## config.mk

```make
export PLATFORM = sky130hd
export DESIGN_NAME = frame_allocator_modified_clock
export DESIGN_NICKNAME = d
export VERILOG_FILES = /design/src/rtl/fa_pkg.sv /design/src/rtl/fa_store.sv /design/src/rtl/fa_step.sv /design/src/rtl/frame_allocator_modified_clock.sv
export SDC_FILE = /design/constraint.sdc
export NUM_CORES = 2
export LEC_CHECK = 0
export BUFFER_PORTS_ARGS = -buffer_cell sky130_fd_sc_hd__buf_2
export CORE_ASPECT_RATIO = 1.4
export CORE_MARGIN = 4
export CORE_UTILIZATION = 50
export CTS_CLUSTER_DIAMETER = 50
export DETAILED_ROUTE_END_ITERATION = 12
export GPL_TIMING_DRIVEN = 0
export PLACE_DENSITY_LB_ADDON = 0.25
export SLEW_MARGIN = 40
export SYNTH_ARGS = -nofsm -noshare
export SYNTH_HDL_FRONTEND = slang
export SYNTH_SLANG_ARGS = --single-unit
```

## constraint.sdc

```tcl
create_clock -name clock -period 19 [get_ports clock]
set_input_delay 1.9 -clock clock [delete_from_list [all_inputs] [get_ports clock]]
set_output_delay 1.9 -clock clock [all_outputs]
set_load 0.02 [all_outputs]
```

## src/rtl/fa_pkg.sv

```systemverilog
// Frame allocator package: field widths, operation codes, frame state word.
// No dependencies; imported by every module of the allocator.
package fa_pkg;

   localparam int FUNC_W         = 2;
   localparam int FRAME_W        = 8;
   localparam int CNT_W          = 9;
   localparam int FRAME_LIMIT    = 256;
   localparam int MAX_FRAMES_DEF = 256;

   localparam logic [CNT_W-1:0] FRAME_COUNT_RST = 9'd256;

   localparam logic [FUNC_W-1:0] FUNC_ALLOC   = 2'd0;
   localparam logic [FUNC_W-1:0] FUNC_ACCESS  = 2'd1;
   localparam logic [FUNC_W-1:0] FUNC_RELEASE = 2'd2;

   typedef struct packed {
      logic alloc;
      logic used;
      logic modified;
   } frame_word_type;

   localparam frame_word_type GRANT_WORD = '{alloc: 1'b1, used: 1'b1, modified: 1'b0};

   typedef struct packed {
      logic hit;
      logic last;
   } step_flags_type;

endpackage

```

## src/rtl/fa_store.sv

```systemverilog
// Frame state store: one word per frame, registered read with write bypass.
// Per-entry valid bits make unwritten entries read as a free frame. Uses fa_pkg.
module fa_store #(
   parameter int DEPTH = fa_pkg::MAX_FRAMES_DEF
) (
   input  logic                       clock,
   input  logic                       reset,
   input  logic [$clog2(DEPTH)-1:0]   rd_addr,
   output fa_pkg::frame_word_type     rd_word,
   input  logic                       wr_en,
   input  logic [$clog2(DEPTH)-1:0]   wr_addr,
   input  fa_pkg::frame_word_type     wr_word
);
   import fa_pkg::*;

   frame_word_type mem_ff [DEPTH];
   logic [DEPTH-1:0] valid_ff;
   logic [DEPTH-1:0] valid_in;
   frame_word_type   rd_word_ff;

   always_comb begin
      valid_in = valid_ff;
      if (wr_en) begin
         valid_in[wr_addr] = 1'b1;
      end
   end

   always_ff @(posedge clock) begin
      if (reset) begin
         valid_ff <= '0;
      end else begin
         valid_ff <= valid_in;
      end
   end

   always_ff @(posedge clock) begin
      if (wr_en) begin
         mem_ff[wr_addr] <= wr_word;
      end
   end

   always_ff @(posedge clock) begin
      if (wr_en && (wr_addr == rd_addr)) begin
         rd_word_ff <= wr_word;
      end else if (valid_ff[rd_addr]) begin
         rd_word_ff <= mem_ff[rd_addr];
      end else begin
         rd_word_ff <= '0;
      end
   end

   assign rd_word = rd_word_ff;

endmodule

```

## src/rtl/fa_step.sv

```systemverilog
// Shared step unit: wrapped index advance, free-frame or unused-frame test and clock-sweep update.
// Used by the scan and by the sweep of the sequencer. Uses fa_pkg.
module fa_step #(
   parameter int DEPTH = fa_pkg::MAX_FRAMES_DEF
) (
   input  logic                       sweep,
   input  logic [$clog2(DEPTH)-1:0]   idx,
   input  logic [fa_pkg::CNT_W-1:0]   n_cnt,
   input  fa_pkg::frame_word_type     word,
   output logic [$clog2(DEPTH)-1:0]   next_idx,
   output fa_pkg::frame_word_type     new_word,
   output fa_pkg::step_flags_type     flags
);
   import fa_pkg::*;

   localparam int IW = $clog2(DEPTH);

   logic [CNT_W-1:0] inc;

   always_comb begin
      inc        = CNT_W'(idx) + CNT_W'(1);
      flags.last = (inc >= n_cnt);
      next_idx   = flags.last ? '0 : inc[IW-1:0];
      flags.hit  = sweep ? !word.used : !word.alloc;
      new_word   = word;
      if (word.used && word.modified) begin
         new_word.modified = 1'b0;
      end else begin
         new_word.used = 1'b0;
      end
   end

endmodule

```

## src/rtl/frame_allocator_modified_clock.sv

```systemverilog
// Frame allocator with a modified-bit clock. A result word appears on the rsp_ ports
// for exactly one cycle with rsp_valid and cannot be held off. Release, out-of-range and
// unused codes answer in the cycle after start, access after a read in ST_ACC. Allocate checks
// one frame per cycle from frame zero; with none free the sweep follows, one frame per cycle,
// for the n managed frames. The rate is set by the one read per cycle of the frame state store.
// busy is high while an access or allocate is in work; no reset clearing pass is needed.
module frame_allocator_modified_clock #(
   parameter int MAX_FRAMES = fa_pkg::MAX_FRAMES_DEF
) (
   input  logic                       clock,
   input  logic                       reset,
   input  logic                       start,
   output logic                       busy,
   input  logic [fa_pkg::FUNC_W-1:0]  req_func,
   input  logic [fa_pkg::FRAME_W-1:0] req_frame,
   input  logic                       req_write,
   output logic                       rsp_valid,
   output logic [fa_pkg::FRAME_W-1:0] rsp_frame_out,
   output logic                       rsp_evicted,
   output logic                       rsp_status,
   input  logic                       csr_valid,
   output logic                       csr_ready,
   input  logic [fa_pkg::CNT_W-1:0]   csr_data
);
   import fa_pkg::*;

   localparam int DEPTH = (MAX_FRAMES < FRAME_LIMIT) ? MAX_FRAMES : FRAME_LIMIT;
   localparam int IW    = $clog2(DEPTH);
   localparam logic [CNT_W-1:0] DEPTH_CNT = CNT_W'(DEPTH);

   typedef enum logic [3:0] {
      ST_IDLE  = 4'b0001,
      ST_ACC   = 4'b0010,
      ST_SCAN  = 4'b0100,
      ST_SWEEP = 4'b1000
   } state_type;

   state_type          state_ff, state_in;
   logic [IW-1:0]      idx_ff, idx_in;
   logic [IW-1:0]      hand_ff, hand_in;
   logic               wr_ff, wr_in;
   logic [CNT_W-1:0]   fc_ff, fc_in;
   logic               rsp_valid_ff, rsp_valid_in;
   logic [FRAME_W-1:0] rsp_frame_ff, rsp_frame_in;
   logic               rsp_ev_ff, rsp_ev_in;
   logic               rsp_st_ff, rsp_st_in;

   logic [CNT_W-1:0]   n_cnt;
   logic [IW-1:0]      sweep_start;
   logic               out_of_range;

   logic [IW-1:0]      rd_addr;
   frame_word_type     rd_word;
   logic               wr_en;
   logic [IW-1:0]      wr_addr;
   frame_word_type     wr_word;

   logic [IW-1:0]      step_next;
   frame_word_type     step_word;
   step_flags_type     step_flags;

   fa_store #(.DEPTH(DEPTH)) u_store (
      .clock   (clock),
      .reset   (reset),
      .rd_addr (rd_addr),
      .rd_word (rd_word),
      .wr_en   (wr_en),
      .wr_addr (wr_addr),
      .wr_word (wr_word)
   );

   fa_step #(.DEPTH(DEPTH)) u_step (
      .sweep    (state_ff == ST_SWEEP),
      .idx      (idx_ff),
      .n_cnt    (n_cnt),
      .word     (rd_word),
      .next_idx (step_next),
      .new_word (step_word),
      .flags    (step_flags)
   );

   always_comb begin
      if (fc_ff == '0) begin
         n_cnt = CNT_W'(1);
      end else if (fc_ff > DEPTH_CNT) begin
         n_cnt = DEPTH_CNT;
      end else begin
         n_cnt = fc_ff;
      end
      sweep_start  = (CNT_W'(hand_ff) < n_cnt) ? hand_ff : '0;
      out_of_range = (CNT_W'(req_frame) >= n_cnt);
   end

   always_comb begin
      state_in     = state_ff;
      idx_in       = idx_ff;
      hand_in      = hand_ff;
      wr_in        = wr_ff;
      fc_in        = csr_valid ? csr_data : fc_ff;
      rsp_valid_in = 1'b0;
      rsp_frame_in = rsp_frame_ff;
      rsp_ev_in    = 1'b0;
      rsp_st_in    = 1'b0;
      rd_addr      = idx_ff;
      wr_en        = 1'b0;
      wr_addr      = idx_ff;
      wr_word      = GRANT_WORD;

      case (state_ff)
         ST_IDLE: begin
            if (start) begin
               rsp_frame_in = req_frame;
               wr_in        = req_write;
               if (req_func == FUNC_ALLOC) begin
                  idx_in   = '0;
                  rd_addr  = '0;
                  state_in = ST_SCAN;
               end else if ((req_func == FUNC_ACCESS) || (req_func == FUNC_RELEASE)) begin
                  if (out_of_range) begin
                     rsp_valid_in = 1'b1;
                     rsp_st_in    = 1'b1;
                  end else if (req_func == FUNC_ACCESS) begin
                     idx_in   = req_frame[IW-1:0];
                     rd_addr  = req_frame[IW-1:0];
                     state_in = ST_ACC;
                  end else begin
                     wr_en        = 1'b1;
                     wr_addr      = req_frame[IW-1:0];
                     wr_word      = '0;
                     rsp_valid_in = 1'b1;
                  end
               end else begin
                  rsp_valid_in = 1'b1;
               end
            end
         end
         ST_ACC: begin
            if (rd_word.alloc) begin
               wr_en   = 1'b1;
               wr_word = '{alloc: 1'b1, used: 1'b1, modified: rd_word.modified | wr_ff};
            end
            rsp_valid_in = 1'b1;
            state_in     = ST_IDLE;
         end
         ST_SCAN: begin
            if (step_flags.hit) begin
               wr_en        = 1'b1;
               rsp_valid_in = 1'b1;
               rsp_frame_in = FRAME_W'(idx_ff);
               state_in     = ST_IDLE;
            end else if (step_flags.last) begin
               idx_in   = sweep_start;
               rd_addr  = sweep_start;
               state_in = ST_SWEEP;
            end else begin
               idx_in  = step_next;
               rd_addr = step_next;
            end
         end
         ST_SWEEP: begin
            wr_en = 1'b1;
            if (step_flags.hit) begin
               hand_in      = step_next;
               rsp_valid_in = 1'b1;
               rsp_frame_in = FRAME_W'(idx_ff);
               rsp_ev_in    = 1'b1;
               state_in     = ST_IDLE;
            end else begin
               wr_word = step_word;
               idx_in  = step_next;
               rd_addr = step_next;
            end
         end
         default: begin
            state_in = ST_IDLE;
         end
      endcase
   end

   always_ff @(posedge clock) begin
      if (reset) begin
         state_ff     <= ST_IDLE;
         hand_ff      <= '0;
         fc_ff        <= FRAME_COUNT_RST;
         rsp_valid_ff <= 1'b0;
      end else begin
         state_ff     <= state_in;
         hand_ff      <= hand_in;
         fc_ff        <= fc_in;
         rsp_valid_ff <= rsp_valid_in;
      end
   end

   always_ff @(posedge clock) begin
      idx_ff       <= idx_in;
      wr_ff        <= wr_in;
      rsp_frame_ff <= rsp_frame_in;
      rsp_ev_ff    <= rsp_ev_in;
      rsp_st_ff    <= rsp_st_in;
   end

   assign busy          = (state_ff != ST_IDLE);
   assign csr_ready     = 1'b1;
   assign rsp_valid     = rsp_valid_ff;
   assign rsp_frame_out = rsp_frame_ff;
   assign rsp_evicted   = rsp_ev_ff;
   assign rsp_status    = rsp_st_ff;

endmodule

```

* Word level (Yosys, flattened, before mapping)
Memory sizes are Yosys's and may differ from the RTL's. Cells that the tools add are included.
Word-level totals: flip-flop bits (word level) 300, bits in writable memories 768, bits of input ports 24, output and inout bits 13, logic and storage cells 121, memories 1
Memory list:
- u_store.mem_ff | depth 256, bits a word 3, rd ports 1, clocked after memory_dff 0, wr ports 1, RTL line fa_store.sv:16 | frame_word_type mem_ff [DEPTH];
Operators by class: $add $sub $neg 1, magnitude comparators 7, equality and inequality tests 15, muxes and demuxes 64, bitwise logic cells 5, reduce and logical (&&, ||, !) cells 15
Operator list (count):
- 256-bit bitwise OR | 1
- 8-bit 2-to-1 mux | 18
- 4-bit 2-to-1 mux | 8
- 3-bit 2-to-1 mux | 8
- 8-bit one-hot mux with 3 select lines | 1
- 1-bit 2-to-1 mux | 20
- 8-bit by 9-bit < comparator with 1-bit output, second input constant | 2
- 9-bit 2-to-1 mux | 2
- 8-bit one-hot mux with 2 select lines | 1
- 3-bit inequality test, second input constant | 4
- 4-bit one-hot mux with 3 select lines | 1
- 8-bit by 1-bit adder with 9-bit output, second input constant | 1
- 8-bit by 9-bit greater-or-equal comparator with 1-bit output | 1
- 9-bit greater-or-equal comparator | 1
- 9-bit greater-than comparator, second input constant | 1
- 9-bit logical NOT | 1
- 8-bit by 9-bit < comparator with 1-bit output | 1
- 3-bit one-hot mux with 3 select lines | 1
- 1-bit binary-select mux with 8-bit select | 1
- 1-bit demux with 8-bit select | 1
- 8-bit == test | 1
- 8-bit by 1-bit greater-or-equal comparator with 1-bit output, second input constant | 1
- 6-bit AND reduction | 1
- 4-bit by 1-bit == test with 1-bit output, second input constant | 1
- 21 further kinds | 28

* Longest topological paths before layout
depth after elaboration 14, mapped depth 27, gate-level depth less buffers 19

* Cells and area by module
From an unflattened synthesis, not the netlist that was laid out.
Second synthesis, totals: cell total of the unflattened synthesis 3142, area total of the unflattened synthesis 43893.3 µm²
Modules (own cells, without submodules):
- fa_store | times used 1, cells an instance 2751, area an instance 40792.9 µm², seq. area each 28247.1 µm²
- frame_allocator_modified_clock | times used 1, cells an instance 327, area an instance 2653.8 µm², seq. area each 910.9 µm²
- fa_step | times used 1, cells an instance 64, area an instance 446.7 µm², seq. area each 0.0 µm²

* Least setup slack after synthesis
Ideal clock, no wire load.
path kind reg2reg, start point register state_ff[2], end point memory u_store.mem_ff[0][1] (netlist bit) (data pin), setup time 2197 ps, arrival time 10780 ps, data required time 16803 ps, path slack 6023 ps, stages on the path, launching flop included 5, buffers on the path 1, cell sequence dfxtp_1 -> buf_2 -> nor3b_1 -> nand2_1 -> o21ai_0
RTL lines:
- from (decl) | RTL line frame_allocator_modified_clock.sv:38 | state_type state_ff, state_in;
- from (signal assigned) | RTL line frame_allocator_modified_clock.sv:187 | state_ff <= state_in;
- to (decl) | RTL line fa_store.sv:16

* Worst setup path in the final report
start point register idx_ff[3], end point register u_store.rd_word_ff, in the netlist u_store.rd_word[0]
Between the ends: longest elaborated chain between the ends 10, elaborated cells between the ends (all ways) 25
Ends and longest elaborated chain:
- from (decl) | RTL line frame_allocator_modified_clock.sv:39 | logic [IW-1:0] idx_ff, idx_in;
- from (signal assigned) | RTL line frame_allocator_modified_clock.sv:195 | idx_ff <= idx_in;
- 8-bit by 1-bit adder with 9-bit output * | RTL line fa_step.sv:21 | inc = CNT_W'(idx) + CNT_W'(1);
- 9-bit greater-or-equal comparator * | RTL line fa_step.sv:22 | flags.last = (inc >= n_cnt);
- 8-bit 2-to-1 mux | RTL line fa_step.sv:23 | next_idx = flags.last ? '0 : inc[IW-1:0];
- 8-bit 2-to-1 mux (2 in a row)
- 8-bit one-hot mux with 3 select lines * | RTL line frame_allocator_modified_clock.sv:109 | case (state_ff)
- named net idx_in[2] | RTL line frame_allocator_modified_clock.sv:39
- 1-bit binary-select mux with 8-bit select | RTL line fa_store.sv:45 | end else if (valid_ff[rd_addr]) begin
- 1-bit 2-to-1 mux (not written as such) | RTL line fa_store.sv:45
- 3-bit 2-to-1 mux | RTL line fa_store.sv:45
- 3-bit 2-to-1 mux * | RTL line fa_store.sv:43 | if (wr_en && (wr_addr == rd_addr)) begin
- to (signal assigned) | RTL line fa_store.sv:44 | rd_word_ff <= wr_word;
- to (signal assigned) | RTL line fa_store.sv:46 | rd_word_ff <= mem_ff[rd_addr];
- to (decl) | RTL line fa_store.sv:19 | frame_word_type rd_word_ff;
Mark *: on every way through the listed nets, which the timed path passes. The rest lies on a longest branch. The select of a mux whose other input is x is not followed. A chain may end at the register's enable or synchronous reset.

==> results.json <==
{
  "viasPerCell": 6.90,
  "swShare_pct": 32.7,
  "drt_pass1_iterations": 7,
  "drive_gt1_share_pct": 13.0,
  "overflow": 0,
  "clock_path_buffers": 3,
  "dp_hpwl_microns": 149000,
  "numCtsBuffers": 107,
  "max_slew_margin_pct": 33.4,
  "fmax_ghz": 0.110,
  "rsz0062_at_grt": "no",
  "syn_area_sq_um": 45100,
  "nNetsFinal": 4074,
  "start_kind": "register",
  "synth_top_area_share_pct": 51.7,
  "ant_nets": 0,
  "slowest_delay_ps": 730,
  "crit_path_frequent_cell": "buf_2",
  "cts_setup_buffers": 0,
  "postCtsHoldBufs": 0,
  "ys_types": 96,
  "slowest_stage": "a222oi_1",
  "synth_seq_cells": 1068,
  "drtIter0Drc": 6495,
  "synthCells": 3840,
  "final_common_cell": "edfxtp_1",
  "min_path_type": "reg2reg",
  "startpoint": "idx_ff[3]",
  "synthFlopType": "edfxtp_1",
  "rr_worst_depth": 23,
  "totalWireLength_microns": 218000,
  "num_vias": 36730,
  "p_leak_nw": 18.2,
  "die_w_microns": 262,
  "grt_pass1_vias": 34096,
  "seqPwrFrac_pct": 42.3,
  "crit_fanout": 11,
  "cp.required_ps": 19550,
  "timing.rr.end": "u_store.rd_word[0]",
  "yosysSeqAreaShare_pct": 64.7,
  "skew_ps": 33.3,
  "die-area_sq_um": 95100,
  "finalCriticalPeriod_ps": 9080,
  "mostFrequentLayoutCells": "777 x edfxtp_1, 633 x nand2_1, 509 x nor2_1",
  "path_cells": "clkbuf_1 > and2_1 > nand2_1 > nor2_1 > xor2_1 > ha_1 > and3_4 > a221o_1 > o31a_1 > nand4b_1 > nand2_1 > inv_2 > buf_2 > buf_2 > buf_2 > buf_2 > buf_8 > nor2_1 > a222oi_1 > nand4_1 > nand4_1 > nand4_1 > o31ai_1",
  "grt_use_total_pct": 45.1,
  "syn_nets": 3892,
  "ff2ff_setup_slack_ps": 9920,
  "async_flop_share_pct": 0,
  "cts_num_sinks": 1068,
  "post-route-period-util_pct": 47.8,
  "intPower_mw": 4.13,
  "finish.utilization_pct": 57.5,
  "areaGrowthSynthToFinish_pct": 14.3,
  "finalSetupViolCount": 0,
  "ioPinCount": 37,
  "hold_viol": 0,
  "endpoint_kind": "register",
  "p_sw_mw": 2.00,
  "grt_max_degree": 100,
  "combPwrFrac_pct": 21.1,
  "r2r_start": "idx_ff[3]",
  "drv_slew": 0,
  "irDropWorstVdd_mv": 0.0739,
  "grt_pass1_wl_microns": 287000,
  "clkPwrFrac_pct": 36.5,
  "numPortBuffers": 33,
  "cts_resized": 0,
  "cts-root-buf": "clkbuf_16",
  "drt_drc_violations_left": 0,
  "maxCapViolCount": 0,
  "crit_type": "reg2reg",
  "synth_warnings": 0,
  "coreArea_sq_um": 89600,
  "row_count": 130,
  "synth_area_per_cell_sq_um": 11.7,
  "holdPathEnd": "u_store.valid_ff[233]",
  "htree_levels": 3,
  "antenna_found_initial": 21,
  "clk_pin_slew_ps": 60,
  "synth_edf_count": 777,
  "arrival_ps": 9630,
  "die_h_microns": 363,
  "start_util_pct": 50.3,
  "status": "complete, no violations",
  "cellPowerDensity_nw_per_um2": 119,
  "post_drt_wl_per_cell_microns": 40.9,
  "synth.area.top_cells": "edfxtp_1 52%, dfxtp_1 13%, mux2i_1 6.7%, nand2_1 5.3%, nor2_1 4.4%",
  "routabilityCongestion": 1.10,
  "min_path_cells": 1,
  "insertion_delay_ps": 730,
  "synth_top_area_cell": "edfxtp_1",
  "hold-worst-slack_ps": 465,
  "cts_tree": "built",
  "worstMarginPinSlew_ps": 990,
  "min_from": "u_store.valid_ff[233]"
}
==> layout make-up <==
type	instances	area, sq um
Fill cell	7565	38100
Multi-Input combinational cell	2476	14700
Clock buffer	141	2980
Tap cell	1188	1490
Sequential cell	1068	29200
Inverter	39	159
Buffer	257	1320
Antenna cell	21	52.6
Clock inverter	63	689
Timing Repair Buffer	73	950
==> logic make-up after synthesis <==
kind of cell / count (synthesis) / share of synthesized area, %
AO/OA/AOI/OAI: 571 / 9.56
XOR/XNOR: 13 / 0.252
adder cells (fa/ha/maj): 28 / 0.777
buffers and inverters: 296 / 3.00
flip-flops: 1068 / 64.7
multiplexers: 319 / 7.13
other: 1 / 0.00831
AND/OR/NAND/NOR: 1544 / 14.6
==> worst max path at each step <==
| stage | endpoint | slack, ps | depth (start not counted) |
|---|---|---|---|
| 6_report | u_store.rd_word[0] | 9920 | 23 |
| 5_1_grt | u_store.rd_word[0] | 10250 | 25 |
| 4_1_cts | u_store.rd_word[0] | 10610 | 20 |
| 3_5_place_dp | u_store.rd_word[0] | 10100 | 21 |
| 3_3_place_gp | u_store.mem_ff[196][1] | -6400 | 4 |
| 2_1_floorplan | u_store.mem_ff[0][1] | 6020 | 4 |
==> power groups by stage <==
stage | Sequential, mW | Clock [mW] | Combinational (mW)
detailed placement | 2.65 | 0 | 1.18
CTS | 2.60 | 2.22 | 1.19
finish | 2.60 | 2.24 | 1.30
floorplan | 2.71 | 0 | 0.506
global placement | 2.78 | 0 | 1.11
global route | 2.60 | 2.32 | 1.25
==> registers in the layout, summed over array words and instances, names as in the netlist <==
name	count
u_store.mem_ff	768
u_store.valid_ff	256
fc_ff	9
hand_ff	8
idx_ff	8
rsp_frame_out	8
state_ff	4
u_store.rd_word	3
rsp_evicted	1
rsp_status	1
rsp_valid	1
wr_ff	1
==> per-layer routing <==
layer,global-route usage (%),share of wire (%),vias up
met4,42.3,12,2
met5,0.977,0.0060,-
met3,17.3,14,1200
met1,49.6,31,17767
li1,-,-,14389
met2,66.6,43,3372
==> Yosys cell counts, drive strengths merged (10+ instances only) <==
library cell / count
or2: 10
nand3: 231
nand3b: 10
edfxtp: 777
o21a: 163
a211o: 11
and3: 44
a31oi: 25
ha: 28
mux2i: 300
nand2: 636
a211oi: 26
nor2: 525
a21oi: 66
o22ai: 10
mux2: 19
o211a: 10
nor3: 19
clkbuf: 142
a32oi: 53
o21ai: 42
a32o: 13
o211ai: 40
dfxtp: 291
inv: 39
nand4: 13
buf: 115
a311oi: 24
==> through the flow <==
| step | power, mW | area [sq um] | instances | TNS, ps | worst slack [ps] |
|---|---|---|---|---|---|
| 4_1_cts | 6.00 | 51500 | 5304 | 0 | 10610 |
| 5_1_grt | 6.17 | 51500 | 5310 | 0 | 10250 |
| 2_1_floorplan | 3.22 | 45100 | 3840 | 0 | 6020 |
| 3_5_place_dp | 3.84 | 47800 | 5100 | 0 | 10100 |
| 3_3_place_gp | 3.89 | 46800 | 5061 | -1630750 | -6400 |
| 6_report | 6.14 | 51500 | 5326 | 0 | 9920 |
==> worst max-delay path, delay by kind of cell (launching register included) <==
kind | cells | cell delay (ps)
buf+inv | 7 | 3120
simple gates | 10 | 2530
compound gates | 4 | 2240
xor+xnor | 1 | 330
flops | 1 | 310
fa+ha+maj | 1 | 310
Power figures use the tool's default switching activity.
